### src/rtl/core/pcs_pkg.sv
// Package: shared constants for the property chain store.
package pcs_pkg;
  localparam int POOL_DEPTH_DEF = 1024;
  localparam int CAP_W          = 11;
  localparam int OP_W           = 3;
  localparam int WORD_W         = 32;
  localparam int STATUS_W       = 2;

  localparam logic [OP_W-1:0] OP_ADD     = 3'd0;
  localparam logic [OP_W-1:0] OP_UNLINK  = 3'd1;
  localparam logic [OP_W-1:0] OP_SETVAL  = 3'd2;
  localparam logic [OP_W-1:0] OP_READ    = 3'd3;
  localparam logic [OP_W-1:0] OP_RELEASE = 3'd4;

  localparam logic [STATUS_W-1:0] ST_OK    = 2'd0;
  localparam logic [STATUS_W-1:0] ST_FULL  = 2'd1;
  localparam logic [STATUS_W-1:0] ST_NOUSE = 2'd2;
endpackage

### src/rtl/core/pcs_if.sv
// Interfaces: request and result channels of the property chain store.
interface pcs_req_if #(parameter int LW = 11, parameter int IW = 10);
  logic          valid;
  logic          ready;
  logic [2:0]    opcode;
  logic [LW-1:0] chain_head_in;
  logic [IW-1:0] record_index;
  logic [31:0]   prop_key;
  logic [31:0]   prop_type;
  logic [31:0]   prop_value;
  modport source (output valid, opcode, chain_head_in, record_index, prop_key, prop_type,
                  prop_value, input ready);
  modport sink (input valid, opcode, chain_head_in, record_index, prop_key, prop_type,
                prop_value, output ready);
endinterface


### src/rtl/core/pcs_front.sv
// Front end: request capture into a short queue.
module pcs_front import pcs_pkg::*; #(
  parameter int LW = 11,
  parameter int IW = 10
) (
  input  logic          clk,
  input  logic          rst_n,
  pcs_req_if.sink       in_req,
  output logic          q_valid,
  input  logic          q_pop,
  output logic [OP_W-1:0] q_op,
  output logic [LW-1:0] q_head,
  output logic [IW-1:0] q_idx,
  output logic [WORD_W-1:0] q_key,
  output logic [WORD_W-1:0] q_type,
  output logic [WORD_W-1:0] q_val
);
  localparam int QW = OP_W + LW + IW + 3*WORD_W;
  logic [QW-1:0] q_mem_r [2];
  logic [1:0] cnt_r, cnt_nxt;
  logic wp_r, rp_r;
  logic push;

  assign in_req.ready = (cnt_r != 2'd2);
  assign push = in_req.valid && in_req.ready;
  assign q_valid = (cnt_r != 2'd0);
  assign {q_op, q_head, q_idx, q_key, q_type, q_val} = q_mem_r[rp_r];

  always_comb begin
    cnt_nxt = cnt_r + {1'b0, push} - {1'b0, q_pop};
  end

  always_ff @(posedge clk) begin
    if (push) begin
      q_mem_r[wp_r] <= {in_req.opcode, in_req.chain_head_in, in_req.record_index,
                        in_req.prop_key, in_req.prop_type, in_req.prop_value};
    end
    if (!rst_n) begin
      cnt_r <= 2'd0;
      wp_r  <= 1'b0;
      rp_r  <= 1'b0;
    end else begin
      cnt_r <= cnt_nxt;
      if (push) wp_r <= ~wp_r;
      if (q_pop) rp_r <= ~rp_r;
    end
  end

`ifndef SYNTHESIS
  a_no_overflow: assert property (@(posedge clk) disable iff (!rst_n)
    cnt_r == 2'd2 |-> !push) else $error("queue overflow");
  a_no_underflow: assert property (@(posedge clk) disable iff (!rst_n)
    q_pop |-> q_valid) else $error("queue underflow");
  a_cnt_range: assert property (@(posedge clk) disable iff (!rst_n)
    cnt_r != 2'd3) else $error("queue count out of range");
`endif
endmodule

### src/flat_wrapper.sv
// flat-port wrapper written by rule: the top's interface ports become plain ports
module pcs_front_flat import pcs_pkg::*;
#(
  parameter int LW = 11,
  parameter int IW = 10
)
  (clk, rst_n, q_valid, q_pop, q_op, q_head, q_idx, q_key, q_type, q_val, in_req_valid, in_req_opcode, in_req_chain_head_in, in_req_record_index, in_req_prop_key, in_req_prop_type, in_req_prop_value, in_req_ready);
  pcs_req_if #(.LW(LW), .IW(IW)) in_req_i ();
  input  logic clk;
  input  logic rst_n;
  output logic q_valid;
  input  logic q_pop;
  output logic [OP_W-1:0] q_op;
  output logic [LW-1:0] q_head;
  output logic [IW-1:0] q_idx;
  output logic [WORD_W-1:0] q_key;
  output logic [WORD_W-1:0] q_type;
  output logic [WORD_W-1:0] q_val;
  input wire logic [$bits(in_req_i.valid)-1:0] in_req_valid;
  input wire logic [$bits(in_req_i.opcode)-1:0] in_req_opcode;
  input wire logic [$bits(in_req_i.chain_head_in)-1:0] in_req_chain_head_in;
  input wire logic [$bits(in_req_i.record_index)-1:0] in_req_record_index;
  input wire logic [$bits(in_req_i.prop_key)-1:0] in_req_prop_key;
  input wire logic [$bits(in_req_i.prop_type)-1:0] in_req_prop_type;
  input wire logic [$bits(in_req_i.prop_value)-1:0] in_req_prop_value;
  output wire logic [$bits(in_req_i.ready)-1:0] in_req_ready;
  assign in_req_i.valid = in_req_valid;
  assign in_req_i.opcode = in_req_opcode;
  assign in_req_i.chain_head_in = in_req_chain_head_in;
  assign in_req_i.record_index = in_req_record_index;
  assign in_req_i.prop_key = in_req_prop_key;
  assign in_req_i.prop_type = in_req_prop_type;
  assign in_req_i.prop_value = in_req_prop_value;
  assign in_req_ready = in_req_i.ready;
  pcs_front #(.LW(LW), .IW(IW)) u_core (.clk(clk), .rst_n(rst_n), .in_req(in_req_i), .q_valid(q_valid), .q_pop(q_pop), .q_op(q_op), .q_head(q_head), .q_idx(q_idx), .q_key(q_key), .q_type(q_type), .q_val(q_val));
endmodule
### config.mk
export PLATFORM = sky130hd
export DESIGN_NAME = pcs_front_flat
export DESIGN_NICKNAME = d
export VERILOG_FILES = /design/src/rtl/core/pcs_pkg.sv /design/src/rtl/core/pcs_if.sv /design/src/rtl/core/pcs_front.sv /design/src/flat_wrapper.sv
export SDC_FILE = /design/constraint.sdc
export NUM_CORES = 1
export LEC_CHECK = 0
export BUFFER_PORTS_ARGS = -buffer_cell sky130_fd_sc_hd__buf_2
export CORE_UTILIZATION = 55
export CTS_BUF_LIST = sky130_fd_sc_hd__clkbuf_16
export CTS_CLUSTER_DIAMETER = 60
export DETAILED_ROUTE_END_ITERATION = 10
export HOLD_SLACK_MARGIN = 0.03
export PLACE_DENSITY = 0.83
export SLEW_MARGIN = 20
export SYNTH_ARGS = -nofsm -noshare
export SYNTH_HDL_FRONTEND = slang
export SYNTH_SLANG_ARGS = --single-unit
### constraint.sdc
create_clock -name clk -period 11.1 [get_ports clk]
set_clock_uncertainty 0.2 [all_clocks]
set_input_delay 0.555 -clock clk [delete_from_list [all_inputs] [get_ports clk]]
set_output_delay 0.555 -clock clk [all_outputs]
set_load 0.005 [all_outputs]
Word level (Yosys, flattened, before mapping)
Memories as Yosys holds them, arrays and structs flattened. A register that Yosys moved wholly into a read port is not among the register bits.
Cells that the tools add are included.
{"block": "totals", "regBits": 4, "ramBits": 240, "inputBits": 124, "output_inout_bits": 122, "wordCells": 15, "n_memories": 1}
{"memory": "u_core.q_mem_r", "depth": 2, "width": 120, "read_ports": 1, "rd_clocked_by_memory_dff": 1, "wr": 1, "line_no": "pcs_front.sv:19", "text": "logic [QW-1:0] q_mem_r [2];"}
{"block": "op_classes", "add_sub_neg": 2, "n_eq_ne": 1, "mux": 4, "n_bitwise": 2, "reduce_logical": 2}
{"operator": "1-bit 2-to-1 mux", "n": 4}
{"operator": "2-bit by 1-bit adder with 2-bit output", "n": 1}
{"operator": "2-bit != test, second input constant", "n": 1}
{"operator": "1-bit inverter", "n": 2}
{"operator": "2-bit nonzero test", "n": 1}
{"operator": "2-bit by 1-bit subtractor with 2-bit output", "n": 1}
{"operator": "1-bit logical AND", "n": 1}

Depth between registers and ports, before layout
{"block": "depth", "word_depth": 4, "mapped_depth": 5, "depth_no_buf": 5}

Worst setup path after synthesis
OpenSTA, ideal clock, no wires.
{"block": "synth_timing", "path_type": "register to register", "from": "register u_core.cnt_r[0]", "to": "memory u_core.q_mem_r[1][0] (netlist bit) (enable)", "setup_ns": 0.494, "arrival_ns": 3.380, "required_time_ns": 10.406, "setup_slack_ns": 7.026, "stages_incl_launch_ff": 3, "path_buffers": 0, "period_less_slack_ns": 4.074, "cell_sequence": "dfxtp_1 -> nand2b_1 -> and3_1"}
{"block": "synth_via", "elab_chain_len": 4}
{"element": "start: declaration", "line_no": "pcs_front.sv:20", "text": "logic [1:0] cnt_r, cnt_nxt;"}
{"element": "start signal: assignment", "line_no": "pcs_front.sv:43", "text": "cnt_r <= cnt_nxt;"}
{"element": "2-bit != test", "line_no": "pcs_front.sv:24", "text": "assign in_req.ready = (cnt_r != 2'd2);"}
{"element": "net in_req_ready", "line_no": "flat_wrapper.sv:26", "text": "output wire logic [$bits(in_req_i.ready)-1:0] in_req_ready;"}
{"element": "1-bit logical AND", "line_no": "pcs_front.sv:25", "text": "assign push = in_req.valid && in_req.ready;"}
{"element": "1-bit 2-to-1 mux", "line_no": "pcs_front.sv:34", "text": "if (push) begin"}
{"element": "1-bit 2-to-1 mux (not written as such)", "line_no": "pcs_front.sv:35", "text": "q_mem_r[wp_r] <= {in_req.opcode, in_req.chain_head_in, in_req.record_index,"}
{"element": "end: declaration", "line_no": "pcs_front.sv:19"}
The timed path passes the listed nets, and every way through them passes these cells.

==> impl_summary.md <==
Clocking
CTS built an H-tree with a depth of 1. After clock tree synthesis, the clock-pin slew on the worst setup and hold paths is 0.06 ns. Counting every sink on the clock net gives 245. Post-CTS timing repair inserted 0 buffers for setup. The CTS tree is built. The clock latency on the worst-skew pair is 0.51 ns.

Counting the buffers created by CTS gives 25. The library cell used as clock root buffer is sky130_fd_sc_hd__clkbuf_16. The maximum number of buffers from clock root to sink is 3. The quantity of gates resized following cts is 0. The quantity of hold-fixing buffers added after cts is 73.

Min path
The type of the worst min-delay path is primary input to register.

Critical path
The data arrival time at the worst-slack endpoint is 2.72 ns. STA classifies the critical path endpoint as an output pin. The kind of start point of the critical path is a register. The critical setup path kind is register to output pin. For the worst setup path, the data required time is 10.35 ns. The highest net fanout along the worst path is 62.

Floorplanning
After floorplanning, the core was divided into 46 placement rows. The die covers 16,800 um2. The floorplan core area is 15,900 um2. The initial core utilization is 56.3%. The horizontal extent of the die is 129 um. From bottom edge to top edge, the die measures 129 um. The top-level I/O count is 246.

Placement
Detailed placement finished with a half-perimeter wire length of 10,600 um. The post-placement worst setup slack is 8.11 ns. The global placer's final weighted congestion is 0.706. Port buffering added 245 buffers.

Global route
The number of antenna violations at the first check in global routing was 1. The number of global-route vias before repair is 5,115. Global routing consumed, over all layers together, 20.8% of the routing resources. The first global-routing pass estimated 26,200 um of wire.

Entering global routing, the biggest net connects 76 pins. The leftover overflow at the end of global routing is 0.

Detailed routing
The final layout contains routed wiring with a total length of 17,900 um. The remaining routing DRC violations is 0. The routed layout has 4,902 vias. The total iterations of the first detailed-routing run is 6. Dividing the detail-routed wire length by the instance count gives 18.3 um. The via count normalized by instance count is 5.02. The first routing iteration left 297 violations. The count of nets left with antenna violations once routing finished came out at 0.

Synthesis
The number of different library cells in the post-synthesis netlist is 20. After synthesis, the mean cell area works out to 22.4 um2. The synthesized area is 8940 um2.

In this run, synthesis produced a sequential element count of 245. Summing the sequential cell areas from Yosys gives 81.8% of the chip area. The number of nets produced by synthesis is 524.

For this run, the number of Yosys warnings is 0. The number of standard cells after synthesis is 399.

STA
The highest attainable clock frequency is 288 MHz. The final setup TNS is 0 ns. In the post-route analysis, the smallest setup slack over all paths is 7.62 ns. The total count of hold-check failures in the final report is 0.

The portion of the clock cycle consumed by the worst path in the final layout is 31.3%. The time the worst path needs with I/O delays and setup is 3.48 ns. Setup repair after global routing left no endpoint under its margin. The measured slew at the worst slew-check pin is 1.01 ns. The final count of pins violating max slew is 0. The headroom to the max-slew limit is 32.9%. The total of endpoints with negative setup slack in the final report is 0. The tightest hold path in the finished design has a slack of 0.0420 ns.

Power
The analysis attributes to cell leakage a power of 4.50 nW. The total power per unit cell area is 179 nW/um2. The worst vdd rail ir drop is 154 uV.

Cells and area
The post-route core utilization is 74.9%. Compared with the post-synthesis result, the final layout area differs by 33.1%. The filler cell count is 938. The final net count is 868. The multi-input gate area in the final layout is 1490 um2.

The post-route netlist has 53.5% of its cells at a drive strength greater than 1. The area occupied by registers is 7310 um2. The number of antenna diodes in the final layout is 0.

Status
The run finished with clean final reports.

Flow run
The tool flagged a number of max-cap violations equal to 0.
==> per-stage QoR <==
step                      area, um2  instances  power [mW]
after detailed placement      10300        850        1.37
after CTS                     11800        968        2.14
final                         11900        977        2.13
after floorplan                8940        399        1.27
after global placement        10300        850        1.35
after global routing          11900        977        2.21
==> layout by cell type, fill, tap and decap left out, types with 2 or more instances in the layout <==
cell type                         n
sky130_fd_sc_hd__clkbuf_16       25
sky130_fd_sc_hd__mux2_2         120
sky130_fd_sc_hd__nand2b_1         2
sky130_fd_sc_hd__clkinv_1         7
sky130_fd_sc_hd__edfxtp_1       240
sky130_fd_sc_hd__buf_4            3
sky130_fd_sc_hd__mux2i_1          2
sky130_fd_sc_hd__dlygate4sd3_1   82
sky130_fd_sc_hd__inv_1            5
sky130_fd_sc_hd__dfxtp_1          4
sky130_fd_sc_hd__buf_2          245
sky130_fd_sc_hd__and2_1           2
sky130_fd_sc_hd__clkinv_2         6
sky130_fd_sc_hd__nand2_1          2
==> path summary, 6_finish.rpt <==
| check | from | endpoint | slack [ns] | depth (start not counted) |
|---|---|---|---|---|
| setup reg to reg | u_core.cnt_r[0] | u_core.q_mem_r[0][25] | 8.25 | 4 |
| hold reg to reg | u_core.rp_r | register | 0.38 | 2 |
| hold / removal | in_req_chain_head_in[10] | u_core.q_mem_r[0][116] | 0.04 | 1 |
| setup / recovery | register | q_type[6] | 7.62 | 3 |
==> per-layer routing <==
metal	part of all wire, %	GRT usage, %	up-vias
met4	2.4	7.18	2
met5	0.056	0	-
met3	7.4	6.07	41
met1	38	23.6	2386
met2	52	37.4	192
li1	-	-	2281
==> cells by family (layout without fill, tap and decap cells) <==
logic type               after synthesis  after routing  share of synthesized area, %
adder cells (fa/ha/maj)                1              1                         0.140
buffers and inverters                 15            377                          1.58
AND/OR/NAND/NOR                       11             11                         0.728
XOR/XNOR                               1              1                        0.0980
flip-flops                           245            245                          81.8
multiplexers                         122            122                          15.3
AO/OA/AOI/OAI                          4              4                         0.336
==> critical path, cell delays in order (launching register included) <==
cell                      delay, ns
sky130_fd_sc_hd__dfxtp_4       0.83
sky130_fd_sc_hd__buf_4         0.72
sky130_fd_sc_hd__mux2_2        0.43
sky130_fd_sc_hd__buf_2         0.13
==> Yosys cell counts <==
cell type	number	area share [%]
sky130_fd_sc_hd__dfxtp_1	5	1.1
sky130_fd_sc_hd__a21boi_0	1	0.084
sky130_fd_sc_hd__and2_1	2	0.14
sky130_fd_sc_hd__nand2b_1	2	0.14
sky130_fd_sc_hd__nor2b_1	1	0.070
sky130_fd_sc_hd__o21a_1	1	0.084
sky130_fd_sc_hd__mux2_2	120	15
sky130_fd_sc_hd__or2_2	1	0.070
sky130_fd_sc_hd__mux2i_1	2	0.22
sky130_fd_sc_hd__inv_1	2	0.084
sky130_fd_sc_hd__a21bo_2	1	0.11
sky130_fd_sc_hd__nand3b_1	1	0.084
sky130_fd_sc_hd__and3_1	2	0.14
sky130_fd_sc_hd__nand2_1	2	0.084
sky130_fd_sc_hd__buf_6	11	1.4
sky130_fd_sc_hd__xor2_1	1	0.098
sky130_fd_sc_hd__ha_1	1	0.14
sky130_fd_sc_hd__a21oi_1	1	0.056
sky130_fd_sc_hd__buf_2	2	0.11
sky130_fd_sc_hd__edfxtp_1	240	81
==> sequential cells by signal (all words and copies together), names as in the netlist, named ones only <==
| register | cells |
|---|---|
| u_core.q_mem_r | 240 |
| u_core.cnt_r | 2 |
| u_core.rp_r | 1 |
| u_core.wp_r | 1 |
==> power breakdown <==
part	leakage (nW)	internal [mW]	switching (mW)	total [mW]
Clock	0.383	0.432	0.329	0.761
Combinational	1.84	0.130	0.116	0.246
Sequential	2.28	1.10	0.0257	1.13
Total	4.50	1.66	0.471	2.13
==> area by class of cell <==
class / instances / area share (%)
Sequential cell: 245 / 61.5
Inverter: 2 / 0.0841
Clock buffer: 25 / 5.26
Multi-Input combinational cell: 139 / 12.5
Clock inverter: 20 / 0.989
Tap cell: 216 / 2.27
Timing Repair Buffer: 330 / 17.4
Note: power is estimated with default switching activity, not from simulation.
